==> config.mk <==
export PLATFORM = sky130hd
export DESIGN_NAME = trpl_front
export DESIGN_NICKNAME = d
export VERILOG_FILES = /design/src/rtl/trpl_pkg.sv /design/src/rtl/trpl_front.sv
export SDC_FILE = /design/constraint.sdc
export NUM_CORES = 2
export LEC_CHECK = 0
export BUFFER_PORTS_ARGS = -buffer_cell sky130_fd_sc_hd__buf_2
export CORE_AREA = 5 5 343 345
export DETAILED_ROUTE_END_ITERATION = 10
export DIE_AREA = 0 0 348 350
export SYNTH_ARGS = -nofsm -noshare
export SYNTH_HDL_FRONTEND = slang
export SYNTH_SLANG_ARGS = --single-unit
==> constraint.sdc <==
create_clock -name clk -period 11.4 [get_ports clk]
set_clock_uncertainty 0.15 [all_clocks]
set_input_delay 1.14 -clock clk [delete_from_list [all_inputs] [get_ports clk]]
set_output_delay 1.14 -clock clk [all_outputs]
set_load 0.02 [all_outputs]
==> src/rtl/trpl_pkg.sv <==
package trpl_pkg;

  // register indexes on the configuration port
  localparam logic [1:0] RegSpanStart = 2'd0;
  localparam logic [1:0] RegSpanEnd   = 2'd1;
  localparam logic [1:0] RegPartCount = 2'd2;
  localparam logic [1:0] RegParCount  = 2'd3;

  // request opcodes
  localparam logic OpBounds = 1'b0;
  localparam logic OpLookup = 1'b1;

  // quotient bits of the pipelined divider
  localparam int DivBits = 16;

  typedef struct packed {
    logic        op;
    logic [15:0] pidx;
    logic [15:0] qidx;
    logic [15:0] qs;
    logic [15:0] qe;
  } req_t;

  // split of one partition size into subranges
  typedef struct packed {
    logic [16:0] c;
    logic [15:0] m;
    logic [16:0] pieces;
    logic [16:0] big;
  } l2_t;

  typedef struct packed {
    logic [15:0] ss;
    logic [15:0] se;
    logic [16:0] c1;
    logic [15:0] m1;
    logic [16:0] pieces1;
    logic [16:0] big1;
    logic        valid1;
    logic        qc_nz;
    l2_t         la;    // partitions of c1 + 1 keys
    l2_t         lb;    // partitions of c1 keys
  } cfg_t;

  typedef struct packed {
    logic        valid;
    logic        op;
    logic        ok;
    logic        region;
    logic [15:0] pidx;
    logic [15:0] qidx;
    logic [15:0] qs;
    logic [15:0] qe;
    logic [15:0] dividend;
    logic [16:0] divisor;
    logic [15:0] quot;
    logic [16:0] pi;
    logic [17:0] prod;
    logic [17:0] ps;
    l2_t         l2;
    logic [16:0] qi;
    logic [17:0] ss2;
    logic [17:0] len;
  } item_t;

endpackage

==> src/rtl/trpl_front.sv <==
module trpl_front import trpl_pkg::*; (
  input  logic        clk,
  input  logic        rst,
  input  logic        cfg_we,
  input  logic [1:0]  cfg_index,
  input  logic [15:0] cfg_data,
  input  logic        s_tvalid,
  output logic        s_tready,
  input  logic [63:0] s_tdata,
  input  logic        s_tuser,
  input  logic        pop,
  output logic        head_valid,
  output req_t        head,
  output cfg_t        cfg
);

  localparam logic [1:0] StIdle = 2'd0;
  localparam logic [1:0] StLoad = 2'd1;
  localparam logic [1:0] StRun  = 2'd2;
  localparam logic [1:0] StMul  = 2'd3;
  localparam int DivSteps = 17;
  localparam int Depth = 4;

  logic [15:0] span_start, span_end, partition_count, parallel_count;

  logic [1:0]  state;
  logic [1:0]  phase;
  logic [4:0]  cnt;
  logic [16:0] dvd, dvs, quo, rem;
  logic [17:0] trial;
  logic        ge;
  logic [16:0] rem_fin, quo_fin;
  logic [16:0] n1, c1p1;
  logic [16:0] c1, c2a, c2b, pieces1, pieces2a, pieces2b, big1, big2a, big2b;
  logic [15:0] m1, m2a, m2b;
  logic [32:0] big1_full, big2a_full, big2b_full;
  logic        busy;

  always_ff @(posedge clk) begin
    if (rst) begin
      span_start      <= 16'd0;
      span_end        <= 16'hFFFF;
      partition_count <= 16'd1;
      parallel_count  <= 16'd1;
    end else if (cfg_we) begin
      unique case (cfg_index)
        RegSpanStart: span_start      <= cfg_data;
        RegSpanEnd:   span_end        <= cfg_data;
        RegPartCount: partition_count <= cfg_data;
        RegParCount:  parallel_count  <= cfg_data;
      endcase
    end
  end

  // serial divider rebuilds the derived split constants after any write
  assign n1      = {1'b0, span_end} - {1'b0, span_start} + 17'd1;
  assign c1p1    = c1 + 17'd1;
  assign trial   = {rem, dvd[16]};
  assign ge      = trial >= {1'b0, dvs};
  assign rem_fin = ge ? 17'(trial - {1'b0, dvs}) : trial[16:0];
  assign quo_fin = {quo[15:0], ge};

  assign big1_full  = 33'(m1) * 33'(c1p1);
  assign big2a_full = 33'(m2a) * 33'(c2a + 17'd1);
  assign big2b_full = 33'(m2b) * 33'(c2b + 17'd1);

  always_ff @(posedge clk) begin
    if (rst || cfg_we) begin
      state <= StLoad;
      phase <= 2'd0;
    end else begin
      unique case (state)
        StIdle: ;
        StLoad: begin
          rem   <= '0;
          quo   <= '0;
          cnt   <= '0;
          state <= StRun;
          case (phase)
            2'd0: begin
              dvd <= n1;
              dvs <= {1'b0, partition_count};
            end
            2'd1: begin
              dvd <= c1p1;
              dvs <= {1'b0, parallel_count};
            end
            default: begin
              dvd <= c1;
              dvs <= {1'b0, parallel_count};
            end
          endcase
        end
        StRun: begin
          rem <= rem_fin;
          quo <= quo_fin;
          dvd <= {dvd[15:0], 1'b0};
          cnt <= cnt + 5'd1;
          if (cnt == 5'(DivSteps - 1)) begin
            case (phase)
              2'd0: begin
                c1 <= quo_fin;
                m1 <= rem_fin[15:0];
              end
              2'd1: begin
                c2a <= quo_fin;
                m2a <= rem_fin[15:0];
              end
              default: begin
                c2b <= quo_fin;
                m2b <= rem_fin[15:0];
              end
            endcase
            if (phase == 2'd2) begin
              state <= StMul;
            end else begin
              phase <= phase + 2'd1;
              state <= StLoad;
            end
          end
        end
        StMul: begin
          big1     <= big1_full[16:0];
          big2a    <= big2a_full[16:0];
          big2b    <= big2b_full[16:0];
          pieces1  <= ({1'b0, partition_count} < n1) ? {1'b0, partition_count} : n1;
          pieces2a <= ({1'b0, parallel_count} < c1p1) ? {1'b0, parallel_count} : c1p1;
          pieces2b <= ({1'b0, parallel_count} < c1) ? {1'b0, parallel_count} : c1;
          state    <= StIdle;
        end
      endcase
    end
  end

  assign busy = state != StIdle;

  always_comb begin
    cfg.ss        = span_start;
    cfg.se        = span_end;
    cfg.c1        = c1;
    cfg.m1        = m1;
    cfg.pieces1   = pieces1;
    cfg.big1      = big1;
    cfg.valid1    = (partition_count != 16'd0) && (span_start <= span_end);
    cfg.qc_nz     = parallel_count != 16'd0;
    cfg.la.c      = c2a;
    cfg.la.m      = m2a;
    cfg.la.pieces = pieces2a;
    cfg.la.big    = big2a;
    cfg.lb.c      = c2b;
    cfg.lb.m      = m2b;
    cfg.lb.pieces = pieces2b;
    cfg.lb.big    = big2b;
  end

  // request queue toward the back end
  req_t       fifo_mem [Depth];
  logic [1:0] wr_ptr, rd_ptr;
  logic [2:0] count;
  logic       push, take;

  assign s_tready   = !busy && !cfg_we && (count != 3'(Depth));
  assign push       = s_tvalid && s_tready;
  assign head_valid = count != 3'd0;
  assign take       = pop && head_valid;
  assign head       = fifo_mem[rd_ptr];

  always_ff @(posedge clk) begin
    if (rst) begin
      wr_ptr <= '0;
      rd_ptr <= '0;
      count  <= '0;
    end else begin
      if (push) wr_ptr <= wr_ptr + 2'd1;
      if (take) rd_ptr <= rd_ptr + 2'd1;
      count <= count + {2'b0, push} - {2'b0, take};
    end
  end

  always_ff @(posedge clk) begin
    if (push) begin
      fifo_mem[wr_ptr] <= '{op: s_tuser, pidx: s_tdata[15:0], qidx: s_tdata[31:16],
                            qs: s_tdata[47:32], qe: s_tdata[63:48]};
    end
  end

endmodule

==> results.md <==
- Status: complete, no violations
- Final GP Congestion: 0.882
- Vias in the first global route: 26600
- Dpl hpwl: 82800 um
- Synth top area cells: edfxtp_1 40%, fa_1 14%, ha_1 8.7%, inv_1 4.7%, nand2_1 4.0%
- Worst r2r src: c1[2]
- RSZ-0062 raised after global routing: false
- # DRC: 0
- Syn_area_per_cell: 11.8 um^2
- Hold Violations, Final: 0
- Most common cell on crit path: fa_1
- Lkg Pwr: 0.0190 uW
- Routed Antenna Nets: 0
- Final Cycle Share: 0.660
- Worst endpoint required time: 11.63 ns
- Worst EP arrival: 7.75 ns
- Largest stage delay, worst path: 0.86 ns
- Slowest stage cell, crit path: xnor2_1
- Post-layout min period: 7.53 ns
- Power Dens Cells: 124 nW/um^2
- Vias: 26100
- Number of synthesized flops with an enable pin: 532
- Port Buf Inserts: 389
- Post-synth top area share: 0.403
- Fin nets: 4405
- Starting Density: 0.348
- Die W: 348 um
- Area grow syn2layout: 15.4%
- Hold WC Path Type: reg2reg
- Place WS: 3.88 ns
- Synth Flop Type: edfxtp_1
- FF+latch count, synth: 609
- Number of setup violations in the final report: 0
- Combinational Power Share: 0.150
- Sequential share of the synthesized area: 0.442
- CTS sink cnt: 609
- Total wire length: 111000 um
- # placed instances: 5196
- Sequential share of power: 0.448
- Clk_lat worst skew: 0.65 ns
- Overall Global Routing Usage: 0.180
- Worst-margin pin slew: 1.17 ns
- Number of gates resized after cts: 0
- Maximum capacitance violations: 0
- Reg area: 17500 um^2
- Max Freq: 0.133 GHz
- First-pass GRT wire length: 168000 um
- Commonest non-fill, non-tap cell in the layout: edfxtp_1
- Fraction of layout cells with a size suffix above 1: 0.183
- Mapped Area: 39700 um^2
- Clk pin slew, worst setup/hold paths: 0.06 ns
- Post-Syn Instances: 3373
- H-tree depth: 3
- Post-CTS setup buffer count: 0
- Clk pwr share: 0.402
- IO Pins: 390
- Setup slack, reg-to-reg: 3.87 ns
- Synth async-reset ratio: 0
- FF-to-FF End: big1[16]
- Drt pass-1 iters: 6
- Slew Limit Fails: 0
- Overall power: 5680 uW
- CP Capture Type: flop
- Crit-path leading delay family: adder cells
- Via density: 4.91
- Number of buffers and inverters on the critical path: 3
- Die area: 122000 um^2
- Sw frac: 0.272
- Die H: 350 um
- Leading cell types in the layout, fill and taps excluded: 532 x edfxtp_1, 493 x inv_1, 420 x nand2_1
- Top cell type by total area after synthesis: edfxtp_1
- Startpoint types: flop
- Core Box Area: 114000 um^2
- CTS max path bufs: 3
- Worst-path maximum fanout: 11
- Worst reg-to-reg path cell count: 21
- CTS tree: yes
- Grt total ovfl: 0
- Combined area of the multi-input logic cells: 19900 um^2
- Max rail drop VDD: 0.000179 V
- WS Path Type: reg2reg
- Row count: 124
- Hold Buf Count CTS: 0
- Min-delay src: span_start[12]
- CTS Buf Count: 70
- Number of DRC markers in iteration 0: 2119
- Filler Cell Count: 10900
- Slew headroom: 0.215
- Drt wl/cell: 20.8 um
- Hold Crit Depth: 2
- Crit-path cells: and4_4, nand3_4, or3_4, xnor2_1, nand2_1, fa_1, fa_1, fa_1, fa_1, inv_1, fa_1, inv_1, fa_1, inv_1, ha_1, and3_1, a21oi_1, o21ai_0, o41ai_1, o21ai_0, xnor2_1
- Pin count of the biggest net entering global routing: 75
- Setup tns final: 0 ns
- Initial antenna violation count: 8
- Hold Path Sink: span_start[12]
- Root buffer cell: clkbuf_16
- Psw: 1540 uW
- Final setup margin: 3.87 ns
- N_diodes: 0
- Pint: 4140 uW
- Cell Count, Final, Fillers Out: 5320
- Yosys cell types: 72
- Yosys Warn Count: 0
[cell families after synthesis]
| kind of cell | synth area share |
|---|---|
| xor gates and xnor gates | 0.0451 |
| muxes | 0.0540 |
| adders and majority gates | 0.231 |
| DFF | 0.442 |
| buffers and inverters | 0.0587 |
| AOI/OAI and AO/OA | 0.0541 |
| other | 0.0000946 |
| and+or+nand+nor | 0.115 |
[cell usage after synthesis (4+ instances only)]
master and instances:
edfxtp_1 532, inv_1 493, nand2_1 420, fa_1 285, ha_1 276, and2_1 199, xnor2_1 146, a21oi_1 108
clkbuf_1 96, nor2_1 96, dfxtp_1 77, mux4_2 65, o21ai_0 55, nor2b_1 54, mux2_2 53, xor2_1 48
a21o_1 36, nand2b_1 32, nand3_1 31, nor3_1 25, a311o_1 18, buf_1 18, nor4_1 18, a211o_1 17
o21a_1 17, nand4_1 15, o21bai_1 14, a22oi_1 12, a31oi_1 12, and3_1 11, buf_2 8, mux2i_1 8
a211oi_1 7, or3_1 5, a41oi_1 4, o221ai_1 4, xnor2_2 4
[per-stage QoR]
step	util	hold WS, ns	instance area, um^2
floorplan	-	0.290	39700
global placement	0.381	0.334	43400
detailed placement	0.381	0.343	43400
CTS	0.402	0.353	45800
global route	0.402	0.372	45800
finish	0.402	0.347	45800
[worst reg2reg max path: stages, from the launching register on]
cell and delay [ns]:
edfxtp_1 0.53, and4_4 0.30, nand3_4 0.09, or3_4 0.39
xnor2_1 0.86, nand2_1 0.18, fa_1 0.52, fa_1 0.57
fa_1 0.45, fa_1 0.54, inv_1 0.04, fa_1 0.47
inv_1 0.05, fa_1 0.47, inv_1 0.04, ha_1 0.33
and3_1 0.19, a21oi_1 0.11, o21ai_0 0.13, o41ai_1 0.48
o21ai_0 0.21, xnor2_1 0.16
[how the worst max path moves through the flow]
stage / slack, ns / endpoint / startpoint / cells past startpoint
floorplan: 4.67 / big1[16] / c1[2] / 24
global placement: 4.11 / big1[16] / c1[2] / 22
detailed placement: 3.88 / big1[16] / c1[2] / 21
CTS: 3.86 / big1[16] / c1[2] / 21
global route: 3.49 / big1[16] / c1[1] / 22
finish: 3.87 / big1[16] / c1[2] / 21
[registers in the layout, summed over array words and instances, names as in the netlist, 16 cells and up, named ones only]
name / cells
fifo_mem: 260
big1: 17
big2a: 17
big2b: 17
c1: 17
c2a: 17
c2b: 17
dvd: 17
pieces1: 17
pieces2a: 17
pieces2b: 17
rem: 17
dvs: 16
m1: 16
m2a: 16
m2b: 16
parallel_count: 16
partition_count: 16
quo: 16
span_end: 16
span_start: 16
[routing by layer]
metal | vias up | GRT usage | share of wire | routed length (um)
met5 | - | 0 | 0.00035 | 39
met4 | 6 | 0.0418 | 0.022 | 2400
met3 | 141 | 0.0610 | 0.10 | 11100
met2 | 840 | 0.285 | 0.45 | 49900
met1 | 13100 | 0.241 | 0.43 | 47200
li1 | 12100 | - | - | -
[cell type report]
type	instances	share of cell area
inverter	493	0.0404
multi-input combinational	2149	0.434
timing repair buffer	433	0.0497
tap	1512	0.0413
sequential	609	0.383
clock buffer	79	0.0392
clock inverter	45	0.0128
[power groups by stage]
stage	logic (uW)	registers (uW)	clock network [uW]
3_3_place_gp	858	2600	0
4_1_cts	868	2550	2350
2_1_floorplan	594	2560	0
6_report	853	2550	2280
5_1_grt	927	2560	2450
3_5_place_dp	862	2600	0
Note: power is estimated with default switching activity, not from simulation.
